**config.mk**
```make
export PLATFORM = sky130hd
export DESIGN_NAME = mmr_cell
export DESIGN_NICKNAME = d
export VERILOG_FILES = /design/src/mmr_pkg.sv /design/src/mmr_cell.sv
export SDC_FILE = /design/constraint.sdc
export NUM_CORES = 2
export LEC_CHECK = 0
export BUFFER_PORTS_ARGS = -buffer_cell sky130_fd_sc_hd__buf_2
export CELL_PAD_IN_SITES_DETAIL_PLACEMENT = 0
export CELL_PAD_IN_SITES_GLOBAL_PLACEMENT = 1
export CORE_MARGIN = 2
export CORE_UTILIZATION = 38
export CTS_CLUSTER_SIZE = 40
export DETAILED_ROUTE_END_ITERATION = 12
export PLACE_DENSITY = 0.71
export SLEW_MARGIN = 20
export SYNTH_ARGS = -nofsm -noshare
export SYNTH_HDL_FRONTEND = slang
export SYNTH_SLANG_ARGS = --single-unit
```
**constraint.sdc**
```tcl
create_clock -name aclk -period 8.6 [get_ports aclk]
set_input_delay 0.43 -clock aclk [delete_from_list [all_inputs] [get_ports aclk]]
set_output_delay 0.43 -clock aclk [all_outputs]
set_load 0.03 [all_outputs]
```
**src/mmr_pkg.sv**
```systemverilog
// ----------------------------------------------------------------------------
// mmr_pkg
// Shared types, codes and constants of the row-at-a-time matrix multiplier.
// ----------------------------------------------------------------------------
`default_nettype none

package mmr_pkg;

    // default sizes of the stores
    localparam int DEF_MAX_ROWS  = 64;
    localparam int DEF_MAX_INNER = 64;
    localparam int DEF_MAX_COLS  = 16;

    // widest inner index over the parameter range (up to 1024)
    localparam int KMAXW = 10;

    // field widths
    localparam int ELEM_W = 16;
    localparam int PROD_W = 32;
    localparam int SUM_W  = 40;

    // command codes
    localparam logic [1:0] CMD_WRITE_A = 2'd0;
    localparam logic [1:0] CMD_WRITE_B = 2'd1;
    localparam logic [1:0] CMD_COMPUTE = 2'd2;

    // configuration register indexes
    localparam logic [1:0] REG_A_ROWS     = 2'd0;
    localparam logic [1:0] REG_INNER_SIZE = 2'd1;
    localparam logic [1:0] REG_B_COLS     = 2'd2;

    // reset values of the configuration registers
    localparam logic [6:0] RST_A_ROWS     = 7'd64;
    localparam logic [6:0] RST_INNER_SIZE = 7'd64;
    localparam logic [4:0] RST_B_COLS     = 5'd16;

    // input transaction
    typedef struct packed {
        logic [1:0]               command;
        logic [5:0]               row_index;
        logic [5:0]               col_index;
        logic signed [ELEM_W-1:0] element_value;
    } in_t;

    // result transaction
    typedef struct packed {
        logic [5:0]              out_row;
        logic [3:0]              out_col;
        logic signed [SUM_W-1:0] product_value;
        logic                    last;
    } out_t;

    // step handed from cell to cell
    typedef struct packed {
        logic                     valid;
        logic                     first;
        logic                     last;
        logic [KMAXW-1:0]         k;
        logic signed [ELEM_W-1:0] a;
    } chain_t;

    // broadcast write into the column stores of the cells
    typedef struct packed {
        logic              en;
        logic [5:0]        col;
        logic [KMAXW-1:0]  addr;
        logic [ELEM_W-1:0] data;
    } bwr_t;

    // controller states
    typedef enum logic [1:0] {
        ST_IDLE,
        ST_FEED,
        ST_WAIT,
        ST_DRAIN
    } state_t;

endpackage

`default_nettype wire

```
**src/mmr_cell.sv**
```systemverilog
// ----------------------------------------------------------------------------
// mmr_cell
// One column cell: holds a column of B and its accumulator, passes A on.
// ----------------------------------------------------------------------------
`default_nettype none

module mmr_cell #(
    parameter int MAX_INNER = mmr_pkg::DEF_MAX_INNER,
    parameter int COL_INDEX = 0
) (
    input  wire logic                          aclk,
    input  wire logic                          aresetn,
    input  wire mmr_pkg::chain_t               chain_in,
    output mmr_pkg::chain_t                    chain_out,
    input  wire mmr_pkg::bwr_t                 bwr,
    input  wire logic                          shift_en,
    input  wire logic signed [mmr_pkg::SUM_W-1:0] shift_in,
    output logic signed [mmr_pkg::SUM_W-1:0]   res,
    output logic                               done
);

    localparam int KW = (MAX_INNER > 1) ? $clog2(MAX_INNER) : 1;

    logic [mmr_pkg::ELEM_W-1:0]         bmem [MAX_INNER];
    logic signed [mmr_pkg::ELEM_W-1:0]  b_rd_reg;
    mmr_pkg::chain_t                    chain_d_reg;
    mmr_pkg::chain_t                    chain_p_reg;
    logic signed [mmr_pkg::PROD_W-1:0]  prod_reg;
    logic signed [mmr_pkg::SUM_W-1:0]   acc_reg;
    logic signed [mmr_pkg::SUM_W-1:0]   acc_next;
    logic signed [mmr_pkg::SUM_W-1:0]   res_reg;
    logic                               done_reg;

    // column store of B, read at the step's inner index
    always_ff @(posedge aclk) begin
        if (bwr.en && bwr.col == 6'(COL_INDEX)) begin
            bmem[bwr.addr[KW-1:0]] <= bwr.data;
        end
        b_rd_reg <= bmem[chain_in.k[KW-1:0]];
    end

    // start a new sum on the first step
    always_comb begin
        acc_next = chain_p_reg.first ? mmr_pkg::SUM_W'(prod_reg)
                                     : acc_reg + mmr_pkg::SUM_W'(prod_reg);
    end

    // multiply, accumulate, capture and shift results
    always_ff @(posedge aclk) begin
        prod_reg <= chain_d_reg.a * b_rd_reg;
        if (chain_p_reg.valid) begin
            acc_reg <= acc_next;
        end
        if (chain_p_reg.valid && chain_p_reg.last) begin
            res_reg <= acc_next;
        end else if (shift_en) begin
            res_reg <= shift_in;
        end
        if (!aresetn) begin
            chain_d_reg <= '0;
            chain_p_reg <= '0;
            done_reg    <= 1'b0;
        end else begin
            chain_d_reg <= chain_in;
            chain_p_reg <= chain_d_reg;
            done_reg    <= chain_p_reg.valid && chain_p_reg.last;
        end
    end

    assign chain_out = chain_d_reg;
    assign res       = res_reg;
    assign done      = done_reg;

endmodule

`default_nettype wire

```
==> metrics.txt <==
clk slew on worst S/H paths=approximately 60 ps; Die ar.=151000 um^2; Tmin final=6710 ps; WHS Endpoint=res[27]$_DFFE_PP_; Post-route DRC=0; setup_tns=0 ps; row count=roughly 140; max reg flops=1024; startpoint types=flop; synth top area cells=edfxtp_1 59%, mux4_2 13%, fa_1 9.4%; H-Tree Depth=4; worst r2r dst=prod_reg[22]$_DFF_P_; Clock Latency Late Sink=760 ps; Critical Path, Cell by Cell=nand2_1 -> fa_1 -> inv_1 -> fa_1 -> inv_1 -> fa_1 -> inv_1 -> fa_1 -> fa_1 -> inv_1 -> fa_1 -> inv_1 -> ha_1 -> a2111oi_0 -> a21oi_1 -> or2_1 -> a21o_1 -> a21oi_1 -> or4b_1 -> nand4_1; slowest stage cell, crit path=dfxtp_1; sequential element share of the synthesized area=61.9%; Mapped Nets=3766; hold slack=54.9 ps; most used cell, CP=fa_1; Ports=175; initial DRC count=approximately 2.1k; ys async rst share=0%; critical path endpoint category=flop; Synth Register Bits=1185; power density over the cells=305 nW/um^2; Layout Cells excl Fill=5608; placed cell areas=between 50000 and 60000 um^2; # fillers=between 10k and 15k; Max VDD drop=412 uV; Reg2Reg Depth=20; P&R area growth vs syn=14.7%; status=completed; HP Class=in2reg; Starting Density=38.1%; max-slew violations=0; CP max stage delay=880 ps; area leader, netlist=edfxtp_1; RSZ-0062 raised after global routing=no; Antenna Violating Nets Remaining=0; DR pass1 iterations=7; final worst setup slack=1890 ps; r2r setup slk=about 1900 ps; Die Y-Extent=389 um; final wirelength=128 mm; overall routing resource usage=17.3%; vias in the first global route=just over 30k; CP max FO=17; cell area after layout=64400 um^2; largest net degree at the start of global routing=approximately 110; register area=34800 um^2; Static Leak=between 20 and 25 nW; total chip power=19.7 mW; hold path depth=3; placed cell count=5310; Tcrit/Tclk final=between 70 and 80%; pre-CTS WS=~1900 ps; worst hold start=shift_in[27]; clock skew=60.9 ps; Ys Warns=0; Post-synth EDFFs=1104; Final #Nets=4061; Die Wd=389 um; Setup violations, final=0; Worst slew margin=29.2%; first-pass GRT wire length=195 mm; WL/cell=between 20 and 25 um; cts-stage hold buffer count=60; type of the worst setup path=reg2reg; Req. time, crit path=9260 ps; grt ovf=0; Reg-to-Reg Start=chain_out[7]$_SDFF_PN0_; critical path data arrival time=about 7400 ps; antenna violations before repair=5; Synth Instances=3277; Final Hold Viols=0; I/O Buffers=170; Tightest Pin Transition=around 1100 ps; Core Area=approximately 150000 um^2; ys flop type=edfxtp_1; via count=~29k; share of the synthesized area in the top cell type=59.0%; root buffer cell=clkbuf_16; number of distinct library cells after synthesis=slightly below 70; fmax=149 MHz; final core occ=between 40% and 50%; Sink Count=1185; Post-CTS Repair Setup Buffers=0; CTS tree=done; syn avg cell area=between 15 and 20 um^2; maxcap violations=0; Num CTS Buffers=130; Mapped Area=56200 um^2; Max clock buf depth=3; # resized after CTS=0; Avg Vias per Cell=5.20; multi-input logic area=19700 um^2; share of layout cells above drive strength 1=22.3%; Final GP Congestion=between 0.7 and 0.8; DPL Wire Length=80.0 mm
==> kinds of logic (layout without fill, tap and decap cells) <==
family	Yosys count	count (layout)	share of synthesized area, %
other	0	2	0
buffers and inverters	444	843	3.13
adder cells (fa/ha/maj)	384	384	12.1
AO/OA/AOI/OAI	236	236	2.68
flip-flops	1185	1185	61.9
XOR/XNOR	66	66	1.03
AND/OR/NAND/NOR	596	596	5.14
multiplexers	366	366	14.1
==> worst max-delay path, delay by kind of cell (launching register included) <==
family | cells | cell delay [ps]
buffers and inverters | 5 | 250
adders and majority gates | 7 | 3330
AOI/OAI and AO/OA | 4 | 1100
and+or+nand+nor | 4 | 1040
DFF | 1 | 880
==> cell usage after synthesis, drive strengths merged, types with 43 or more instances <==
master	count
xnor2	43
nor2	113
nand2	228
ha	121
mux4	336
and2	162
dfxtp	81
o21ai	63
a21oi	72
fa	263
inv	296
buf	58
clkbuf	90
edfxtp	1104
==> final cells by class <==
cell class              count  share of cell area, %
flip-flops and latches   1185                   54.0
multi-input cells        1648                   30.5
clock buffers             156                   5.26
well taps                1930                   3.75
repair buffers            311                   3.32
inverters                 296                   1.72
clock inverters            80                   1.43
diodes                      2                0.00777
==> worst max-delay path by stage <==
stage,from,to,slack (ps)
after floorplan,chain_out[7]$_SDFF_PN0_,prod_reg[22]$_DFF_P_,2490
after global placement,chain_out[7]$_SDFF_PN0_,prod_reg[22]$_DFF_P_,1930
after detailed placement,chain_out[7]$_SDFF_PN0_,prod_reg[22]$_DFF_P_,1930
after CTS,chain_out[7]$_SDFF_PN0_,prod_reg[22]$_DFF_P_,1850
after global routing,chain_out[11]$_SDFF_PN0_,prod_reg[23]$_DFF_P_,1470
final,chain_out[7]$_SDFF_PN0_,prod_reg[22]$_DFF_P_,1890
==> placed cells by master (no fill, tap or decap), types with 23 or more instances in the layout <==
cell / n
a21o_1: 29
a21oi_1: 71
and2_1: 161
buf_2: 151
buf_4: 96
clkbuf_16: 130
clkinv_1: 29
dfxtp_1: 79
dlygate4sd3_1: 60
edfxtp_1: 1104
fa_1: 263
ha_1: 121
inv_1: 296
mux2_2: 23
mux4_2: 336
nand2_1: 228
nor2_1: 109
o21ai_0: 60
xnor2_1: 43
xor2_1: 23
==> per-layer routing <==
layer / wire, um / global-route usage [%] / vias up
met2: 64900 / 29.7 / 746
met1: 53600 / 22.9 / 15444
met3: 6530 / 2.78 / 156
met4: 2970 / 4.84 / 0
li1: - / - / 12813
met5: 0 / 0 / -
==> power by group <==
| part | switching, mW | leakage, nW | total (mW) | internal, mW |
|---|---|---|---|---|
| clock | 2.39 | 2.08 | 5.51 | 3.12 |
| sequential | 0.176 | 10.6 | 6.78 | 6.60 |
| combinational | 4.25 | 10.2 | 7.39 | 3.14 |
(Power assumes the default switching activity.)
